===== src/rtl/core/gtp_pkg.sv =====
// Package for the gradient test pattern pixel block.
// Widths, the pipeline word struct, result struct and format codes. No dependencies.
`default_nettype none
package gtp_pkg;
	localparam int MAX_DIMENSION = 4096;
	localparam int COORD_W = 12;
	localparam int DIM_W = 13;
	localparam int DIV_W = 14;
	localparam int REM_W = 22;
	localparam int QUO_W = 8;
	localparam int PITCH_W = 16;
	localparam int OFS_W = 28;
	localparam int WORD_W = 24;
	localparam int CNT_W = 3;
	localparam int DIV_STAGES = 8;
	localparam int IDX_W = 2;
	localparam int CFG_W = 16;

	localparam logic [IDX_W-1:0] REG_WIDTH = 2'd0;
	localparam logic [IDX_W-1:0] REG_HEIGHT = 2'd1;
	localparam logic [IDX_W-1:0] REG_FORMAT = 2'd2;
	localparam logic [IDX_W-1:0] REG_PITCH = 2'd3;

	typedef enum logic [1:0] {
		FMT_32BPP = 2'd0,
		FMT_24BPP = 2'd1,
		FMT_16BPP = 2'd2,
		FMT_NONE  = 2'd3
	} fmt_t;

	typedef struct packed {
		logic [COORD_W-1:0] x;
		logic [COORD_W-1:0] y;
		logic               oof;
		logic [REM_W-1:0]   rem_r;
		logic [REM_W-1:0]   rem_g;
		logic [REM_W-1:0]   rem_b;
		logic [QUO_W-1:0]   q_r;
		logic [QUO_W-1:0]   q_g;
		logic [QUO_W-1:0]   q_b;
	} pipe_t;

	typedef struct packed {
		logic [OFS_W-1:0]  byte_offset;
		logic [WORD_W-1:0] pixel_word;
		logic [CNT_W-1:0]  byte_count;
		logic              out_of_frame;
	} res_t;

	function automatic logic [DIM_W-1:0] clamp_dim(input logic [DIM_W-1:0] v);
		clamp_dim = (v > DIM_W'(MAX_DIMENSION)) ? DIM_W'(MAX_DIMENSION) : v;
	endfunction
endpackage
`default_nettype wire


===== src/rtl/core/gtp_if.sv =====
// Valid/ready channel interfaces for coordinate and result words.
// Uses gtp_pkg widths.
`default_nettype none
interface gtp_pix_if;
	logic                        valid;
	logic                        ready;
	logic [gtp_pkg::COORD_W-1:0] pixel_x;
	logic [gtp_pkg::COORD_W-1:0] pixel_y;
	modport source(output valid, output pixel_x, output pixel_y, input ready);
	modport sink(input valid, input pixel_x, input pixel_y, output ready);
endinterface

interface gtp_res_if;
	logic                       valid;
	logic                       ready;
	logic [gtp_pkg::OFS_W-1:0]  byte_offset;
	logic [gtp_pkg::WORD_W-1:0] pixel_word;
	logic [gtp_pkg::CNT_W-1:0]  byte_count;
	logic                       out_of_frame;
	modport source(output valid, output byte_offset, output pixel_word,
		output byte_count, output out_of_frame, input ready);
	modport sink(input valid, input byte_offset, input pixel_word,
		input byte_count, input out_of_frame, output ready);
endinterface
`default_nettype wire


===== src/rtl/core/gtp_front.sv =====
// Front stage logic: frame check and scaled dividends.
// Uses gtp_pkg.
`default_nettype none
module gtp_front (
	input  wire logic [gtp_pkg::COORD_W-1:0] x,
	input  wire logic [gtp_pkg::COORD_W-1:0] y,
	input  wire logic [gtp_pkg::DIM_W-1:0]   w,
	input  wire logic [gtp_pkg::DIM_W-1:0]   h,
	output gtp_pkg::pipe_t                   nxt
);
	logic [gtp_pkg::REM_W-1:0] xe, ye, se;
	always_comb begin
		xe = gtp_pkg::REM_W'(x);
		ye = gtp_pkg::REM_W'(y);
		se = xe + ye;
		nxt = '0;
		nxt.x = x;
		nxt.y = y;
		nxt.oof = ({1'b0, x} >= w) || ({1'b0, y} >= h);
		nxt.rem_r = (xe << 8) - xe;
		nxt.rem_g = (ye << 8) - ye;
		nxt.rem_b = (se << 8) - se;
	end
endmodule
`default_nettype wire


===== src/rtl/core/gtp_div_step.sv =====
// One restoring division step for the red, green and blue dividers.
// Uses gtp_pkg.
`default_nettype none
module gtp_div_step (
	input  gtp_pkg::pipe_t                 cur,
	input  wire logic [2:0]                k,
	input  wire logic [gtp_pkg::DIV_W-1:0] dw,
	input  wire logic [gtp_pkg::DIV_W-1:0] dh,
	input  wire logic [gtp_pkg::DIV_W-1:0] db,
	output gtp_pkg::pipe_t                 nxt
);
	logic [gtp_pkg::REM_W-1:0] sw, sh, sb;
	always_comb begin
		sw = gtp_pkg::REM_W'(dw) << k;
		sh = gtp_pkg::REM_W'(dh) << k;
		sb = gtp_pkg::REM_W'(db) << k;
		nxt = cur;
		if (cur.rem_r >= sw) begin
			nxt.rem_r = cur.rem_r - sw;
			nxt.q_r[k] = 1'b1;
		end
		if (cur.rem_g >= sh) begin
			nxt.rem_g = cur.rem_g - sh;
			nxt.q_g[k] = 1'b1;
		end
		if (cur.rem_b >= sb) begin
			nxt.rem_b = cur.rem_b - sb;
			nxt.q_b[k] = 1'b1;
		end
	end
endmodule
`default_nettype wire


===== src/rtl/core/gtp_pack.sv =====
// Output stage logic: color packing, byte count and byte offset.
// Uses gtp_pkg.
`default_nettype none
module gtp_pack (
	input  gtp_pkg::pipe_t                   cur,
	input  gtp_pkg::fmt_t                    fmt,
	input  wire logic [gtp_pkg::PITCH_W-1:0] pitch,
	output gtp_pkg::res_t                    res
);
	logic [gtp_pkg::CNT_W-1:0]  bytes;
	logic [gtp_pkg::WORD_W-1:0] word;
	logic [gtp_pkg::OFS_W-1:0]  ofs;
	always_comb begin
		unique case (fmt)
			gtp_pkg::FMT_32BPP: begin
				bytes = 3'd4;
				word = {cur.q_r, cur.q_g, cur.q_b};
			end
			gtp_pkg::FMT_24BPP: begin
				bytes = 3'd3;
				word = {cur.q_r, cur.q_g, cur.q_b};
			end
			gtp_pkg::FMT_16BPP: begin
				bytes = 3'd2;
				word = {8'd0, cur.q_r[7:3], cur.q_g[7:2], cur.q_b[7:3]};
			end
			default: begin
				bytes = '0;
				word = '0;
			end
		endcase
		ofs = gtp_pkg::OFS_W'(cur.y) * gtp_pkg::OFS_W'(pitch)
			+ gtp_pkg::OFS_W'(cur.x) * gtp_pkg::OFS_W'(bytes);
		res = '0;
		res.out_of_frame = cur.oof;
		if (!cur.oof && bytes != '0) begin
			res.byte_offset = ofs;
			res.pixel_word = word;
			res.byte_count = bytes;
		end
	end
endmodule
`default_nettype wire


===== src/rtl/core/gradient_test_pattern_pixel.sv =====
// Top level of the gradient test pattern pixel generator.
// Uses gtp_pkg, gtp_if, gtp_front, gtp_div_step, gtp_pack.
//
//  channel | dir | word
//  pix     | in  | pixel_x, pixel_y
//  res     | out | byte_offset, pixel_word, byte_count, out_of_frame
//  cfg     | in  | cfg_we, cfg_index, cfg_data
//
// One word per clock while the result side is ready; pipeline: front stage, eight divider
// stages (one quotient bit each), output register.
// Each stage holds its word while the next is full and stalled; bubbles fill.
// arst_n clears valid bits and loads register reset values.
`default_nettype none
module gradient_test_pattern_pixel (
	input  wire logic                        clk,
	input  wire logic                        arst_n,
	input  wire logic                        cfg_we,
	input  wire logic [gtp_pkg::IDX_W-1:0]   cfg_index,
	input  wire logic [gtp_pkg::CFG_W-1:0]   cfg_data,
	gtp_pix_if.sink                          pix,
	gtp_res_if.source                        res
);
	localparam int NS = gtp_pkg::DIV_STAGES + 1;

	logic [gtp_pkg::DIM_W-1:0]   width_q, height_q;
	gtp_pkg::fmt_t               format_q;
	logic [gtp_pkg::PITCH_W-1:0] pitch_q;

	always_ff @(posedge clk or negedge arst_n) begin
		if (!arst_n) begin
			width_q <= gtp_pkg::DIM_W'(640);
			height_q <= gtp_pkg::DIM_W'(480);
			format_q <= gtp_pkg::FMT_32BPP;
			pitch_q <= gtp_pkg::PITCH_W'(2560);
		end else if (cfg_we) begin
			unique case (cfg_index)
				gtp_pkg::REG_WIDTH:  width_q <= cfg_data[gtp_pkg::DIM_W-1:0];
				gtp_pkg::REG_HEIGHT: height_q <= cfg_data[gtp_pkg::DIM_W-1:0];
				gtp_pkg::REG_FORMAT: format_q <= gtp_pkg::fmt_t'(cfg_data[1:0]);
				default:             pitch_q <= cfg_data;
			endcase
		end
	end

	logic [gtp_pkg::DIM_W-1:0] w, h;
	logic [gtp_pkg::DIV_W-1:0] dw, dh, db;
	assign w = gtp_pkg::clamp_dim(width_q);
	assign h = gtp_pkg::clamp_dim(height_q);
	assign dw = gtp_pkg::DIV_W'(w);
	assign dh = gtp_pkg::DIV_W'(h);
	assign db = dw + dh;

	gtp_pkg::pipe_t pipe_s [NS];
	gtp_pkg::pipe_t nxt [NS];
	gtp_pkg::res_t  out_s;
	gtp_pkg::res_t  out_nxt;
	logic [NS:0]    valid_s;
	logic [NS:0]    rdy;

	gtp_front u_front (
		.x(pix.pixel_x), .y(pix.pixel_y), .w(w), .h(h), .nxt(nxt[0])
	);

	for (genvar i = 1; i < NS; i++) begin : g_div
		gtp_div_step u_step (
			.cur(pipe_s[i-1]), .k(3'(gtp_pkg::DIV_STAGES - i)),
			.dw(dw), .dh(dh), .db(db), .nxt(nxt[i])
		);
	end

	gtp_pack u_pack (
		.cur(pipe_s[NS-1]), .fmt(format_q), .pitch(pitch_q), .res(out_nxt)
	);

	always_comb begin
		rdy[NS] = !valid_s[NS] || res.ready;
		for (int i = NS - 1; i >= 0; i--)
			rdy[i] = !valid_s[i] || rdy[i+1];
	end

	always_ff @(posedge clk or negedge arst_n) begin
		if (!arst_n) begin
			valid_s <= '0;
		end else begin
			if (rdy[0])
				valid_s[0] <= pix.valid;
			for (int i = 1; i <= NS; i++)
				if (rdy[i])
					valid_s[i] <= valid_s[i-1];
		end
	end

	always_ff @(posedge clk) begin
		for (int i = 0; i < NS; i++)
			if (rdy[i])
				pipe_s[i] <= nxt[i];
		if (rdy[NS])
			out_s <= out_nxt;
	end

	assign pix.ready = rdy[0];
	assign res.valid = valid_s[NS];
	assign res.byte_offset = out_s.byte_offset;
	assign res.pixel_word = out_s.pixel_word;
	assign res.byte_count = out_s.byte_count;
	assign res.out_of_frame = out_s.out_of_frame;
endmodule
`default_nettype wire


===== src/flat_wrapper.sv =====
// flat-port wrapper written by rule: the top's interface ports become plain ports
module gradient_test_pattern_pixel_flat 
  (clk, arst_n, cfg_we, cfg_index, cfg_data, pix_valid, pix_pixel_x, pix_pixel_y, pix_ready, res_valid, res_byte_offset, res_pixel_word, res_byte_count, res_out_of_frame, res_ready);
  gtp_pix_if pix_i ();
  gtp_res_if res_i ();
  input  wire logic clk;
  input  wire logic arst_n;
  input  wire logic cfg_we;
  input  wire logic [gtp_pkg::IDX_W-1:0] cfg_index;
  input  wire logic [gtp_pkg::CFG_W-1:0] cfg_data;
  input wire logic [$bits(pix_i.valid)-1:0] pix_valid;
  input wire logic [$bits(pix_i.pixel_x)-1:0] pix_pixel_x;
  input wire logic [$bits(pix_i.pixel_y)-1:0] pix_pixel_y;
  output wire logic [$bits(pix_i.ready)-1:0] pix_ready;
  output wire logic [$bits(res_i.valid)-1:0] res_valid;
  output wire logic [$bits(res_i.byte_offset)-1:0] res_byte_offset;
  output wire logic [$bits(res_i.pixel_word)-1:0] res_pixel_word;
  output wire logic [$bits(res_i.byte_count)-1:0] res_byte_count;
  output wire logic [$bits(res_i.out_of_frame)-1:0] res_out_of_frame;
  input wire logic [$bits(res_i.ready)-1:0] res_ready;
  assign pix_i.valid = pix_valid;
  assign pix_i.pixel_x = pix_pixel_x;
  assign pix_i.pixel_y = pix_pixel_y;
  assign pix_ready = pix_i.ready;
  assign res_valid = res_i.valid;
  assign res_byte_offset = res_i.byte_offset;
  assign res_pixel_word = res_i.pixel_word;
  assign res_byte_count = res_i.byte_count;
  assign res_out_of_frame = res_i.out_of_frame;
  assign res_i.ready = res_ready;
  gradient_test_pattern_pixel u_core (.clk(clk), .arst_n(arst_n), .cfg_we(cfg_we), .cfg_index(cfg_index), .cfg_data(cfg_data), .pix(pix_i), .res(res_i));
endmodule

===== config.mk =====
export PLATFORM = sky130hd
export DESIGN_NAME = gradient_test_pattern_pixel_flat
export DESIGN_NICKNAME = d
export VERILOG_FILES = /design/src/rtl/core/gtp_pkg.sv /design/src/rtl/core/gtp_if.sv /design/src/rtl/core/gtp_front.sv /design/src/rtl/core/gtp_div_step.sv /design/src/rtl/core/gtp_pack.sv /design/src/rtl/core/gradient_test_pattern_pixel.sv /design/src/flat_wrapper.sv
export SDC_FILE = /design/constraint.sdc
export NUM_CORES = 2
export LEC_CHECK = 0
export BUFFER_PORTS_ARGS = -buffer_cell sky130_fd_sc_hd__clkbuf_2
export CAP_MARGIN = 20
export CORE_ASPECT_RATIO = 1.1
export CORE_MARGIN = 3
export CORE_UTILIZATION = 69
export CTS_CLUSTER_DIAMETER = 80
export DETAILED_ROUTE_END_ITERATION = 7
export PLACE_DENSITY = 0.86
export REMOVE_ABC_BUFFERS = 1
export SYNTH_ARGS = -nofsm -noshare
export SYNTH_HDL_FRONTEND = slang
export SYNTH_SLANG_ARGS = --single-unit

===== constraint.sdc =====
create_clock -name clk -period 18.2 [get_ports clk]
set_input_delay 0.91 -clock clk [delete_from_list [all_inputs] [get_ports clk]]
set_output_delay 0.91 -clock clk [all_outputs]
set_load 0.005 [all_outputs]

==> flow_metrics.tcl <==
set metrics [dict create \
    synth.distinct_cells 96 \
    yosys_warnings 0 \
    maximum_number_of_pins_on_one_net_before_global_route_repair 85 \
    total_vias_in_the_final_route 41400 \
    max-clock-path-buffers 3 \
    post_route_cells_drive_above_1_share_pct 7.91 \
    io_buffers 104 \
    cts-htree-levels 3 \
    fp.dieArea_mm2 0.0895 \
    worst_path_most_repeated_cell "sky130_fd_sc_hd__fa_1" \
    worst_hold_path_type "register to register" \
    timing.critical_path.cells "inv_1 -> ha_1 -> and2_1 -> fa_1 -> inv_1 -> fa_1 -> inv_1 -> fa_1 -> fa_1 -> fa_1 -> inv_1 -> fa_1 -> inv_1 -> ha_1 -> or3_1 -> o31ai_1 -> o211ai_1 -> a2111oi_0 -> or3_1 -> a21oi_1" \
    synth_top_flop_cell "sky130_fd_sc_hd__edfxtp_1" \
    post-cts-setup-buffer-count 0 \
    holdCritStartpoint "u_core.pipe_s[0][207]" \
    final-max-slew-violation-count 0 \
    synth_area_mm2 0.0593 \
    max_cap_viol_count 0 \
    dieWidth_um 286 \
    initial_core_util_pct 69.7 \
    cp_data_required_time_ns 18.57 \
    post_cts_resize_count 0 \
    top_level_port_count 105 \
    die_height_um 313 \
    worst-path-max-fanout 13 \
    post_detailed_placement_half_perimeter_wirelength_um 101000 \
    syn_inst 5135 \
    timing.critical_path.arrival_ns 7.39 \
    grt_overflow_total 0 \
    clk-insertion-delay-late_ns 0.68 \
    globalplace.congestion 0.957 \
    wirelength_um 138000 \
    post-route-period-util_pct 38.6 \
    final_antenna_net_count 0 \
    clk_root_buffer_cell "sky130_fd_sc_hd__clkbuf_16" \
    totalNegativeSetupSlack_ns 0 \
    flow.area_growth_from_synthesis_pct 8.68 \
    drt_first_iter_violations 3603 \
    grt_setup_unrepaired "no" \
    beginning_of_the_worst_register_to_register_path "u_core.format_q[0]" \
    cts_hold_buffers 0 \
    avg_cell_area_syn_um2 11.5 \
    cts.reportedPaths.clkPinSlew_ns 0.07 \
    num-nets-final 6007 \
    cts.sinks 953 \
    synth-seq-area-share_pct 47.8 \
    finalCriticalPeriod_ns 7.02 \
    run_status "finished, final reports clean" \
    layout.cells.most_common "sky130_fd_sc_hd__edfxtp_1" \
    route.detailed.wl_per_inst_um 21.3 \
    synthArstFlopShare_pct 5.67 \
    drt-pass1-iter-count 6 \
    num_rows 112 \
    start_kind "register" \
    drt_drc_violations_left 0 \
    layout.cells.most_common_list "sky130_fd_sc_hd__edfxtp_1 (899), sky130_fd_sc_hd__ha_1 (482), sky130_fd_sc_hd__nand2_1 (393)" \
    vias_in_the_first_global_route 41000 \
    max_freq_mhz 142 \
    critPathKind "register to register" \
    cts_made_buffers 95 \
    crit_start "u_core.format_q[0]" \
    tightestPinTransition_ns 1.14 \
    slew-limit-headroom_pct 23.4 \
    placeableCoreArea_mm2 0.0851 \
    vias_per_cell 6.38 \
    slowest_delay_ns 0.56 \
    insertedDiodeCount 0 \
    yosys_register_bits 953 \
    report.final.hold_viol_count 0 \
    critPathCaptureType "register" \
    clock_tree_from_tritoncts "yes" \
    synth_enable_flop_cells 899 \
    antenna_found_initial 0 \
    setup_viol 0 \
    finalClockSkew_ns 0.0434 \
    cpMaxStageDelayCell "sky130_fd_sc_hd__o31ai_1" \
    grt_use_total_pct 31.0 \
    wire_length_of_the_first_global_routing_pass_um 219000 \
]
[logic make-up (layout without fill, tap and decap cells)]
logic type,Yosys count,after routing,share of synthesized area (%)
multiplexers,175,175,3.26
buffers and inverters,464,686,2.96
AND/OR/NAND/NOR,1466,1466,12.6
XOR/XNOR,326,326,4.81
AO/OA/AOI/OAI,1071,1071,11.7
flip-flops,953,953,47.8
adder cells (fa/ha/maj),680,680,16.9
[worst max-delay path, delay by kind of cell (launching register included)]
kind	cells	cell delay, ns
buffers and inverters	5	0.29
flip-flops	1	0.47
AND/OR/NAND/NOR	3	0.81
adder cells (fa/ha/maj)	8	3.55
AO/OA/AOI/OAI	4	1.59
[final timing paths]
path,end,slack (ns),cells after the start
max in group asynchronous,u_core.valid_s[1],17.25,2
worst max-delay path,u_core.res.byte_offset[27],11.18,20
min in group asynchronous,u_core.valid_s[8],0.39,2
worst min register to register,u_core.pipe_s[0][322],0.38,0
worst min-delay path,u_core.pipe_s[0][322],0.38,0
worst max register to register,u_core.res.byte_offset[27],11.18,20
[cells in the mapped netlist, types with 80 or more instances]
| library cell | count | area [µm²] |
|---|---|---|
| sky130_fd_sc_hd__xnor2_1 | 179 | 1570 |
| sky130_fd_sc_hd__xor2_1 | 147 | 1290 |
| sky130_fd_sc_hd__edfxtp_1 | 899 | 27000 |
| sky130_fd_sc_hd__o21ai_0 | 132 | 661 |
| sky130_fd_sc_hd__mux2_1 | 92 | 1040 |
| sky130_fd_sc_hd__nor2_1 | 309 | 1160 |
| sky130_fd_sc_hd__fa_1 | 198 | 3960 |
| sky130_fd_sc_hd__clkbuf_1 | 94 | 353 |
| sky130_fd_sc_hd__nor2b_1 | 80 | 500 |
| sky130_fd_sc_hd__and2_1 | 150 | 938 |
| sky130_fd_sc_hd__nand3_1 | 82 | 410 |
| sky130_fd_sc_hd__nor3_1 | 102 | 510 |
| sky130_fd_sc_hd__a21o_1 | 110 | 826 |
| sky130_fd_sc_hd__a21oi_1 | 249 | 1250 |
| sky130_fd_sc_hd__o21ai_1 | 143 | 716 |
| sky130_fd_sc_hd__ha_1 | 482 | 6030 |
| sky130_fd_sc_hd__inv_1 | 344 | 1290 |
| sky130_fd_sc_hd__nand2_1 | 395 | 1480 |
| sky130_fd_sc_hd__o21a_1 | 82 | 616 |
[metal layers]
metal	part of all wire, %	global-route usage [%]	vias to the layer above	wire, µm
met3	7.0	3.87	399	9640
met5	0	0	-	0
met1	39	39.0	20000	53800
met2	49	53.2	1878	67500
met4	5.3	15.6	0	7390
li1	-	-	19200	-
[state kept, by name, summed over array words and instances (netlist names)]
name,count
u_core.format_q,2
u_core.height_q,13
u_core.pipe_s,843
u_core.pitch_q,16
u_core.res.byte_count,3
u_core.res.byte_offset,28
u_core.res.out_of_frame,1
u_core.res.pixel_word,24
u_core.valid_s,10
u_core.width_q,13
[through the flow]
step | hold WS (ns) | worst slack, ns | util (%) | area (µm²) | std cells
finish | 0.384 | 11.18 | 75.8 | 64500 | 6497
global route | 0.390 | 10.79 | 75.8 | 64500 | 6497
CTS | 0.384 | 11.21 | 75.7 | 64400 | 6493
detailed placement | 0.405 | 11.31 | 72.0 | 61300 | 6319
floorplan | 0.400 | 10.10 | - | 58900 | 5028
global placement | 0.400 | 11.48 | 72.0 | 61300 | 6319
[cell type report]
| cell class | count | area, µm² |
|---|---|---|
| Multi-Input combinational cell | 3718 | 29300 |
| Timing Repair Buffer | 155 | 935 |
| Sequential cell | 953 | 28400 |
| Clock inverter | 59 | 604 |
| Fill cell | 5266 | 20600 |
| Inverter | 357 | 1350 |
| Tap cell | 1140 | 1430 |
| Clock buffer | 115 | 2510 |
Power is not shown: default switching activity piles up to over one toggle a cycle in this logic, so the estimate is an artifact.
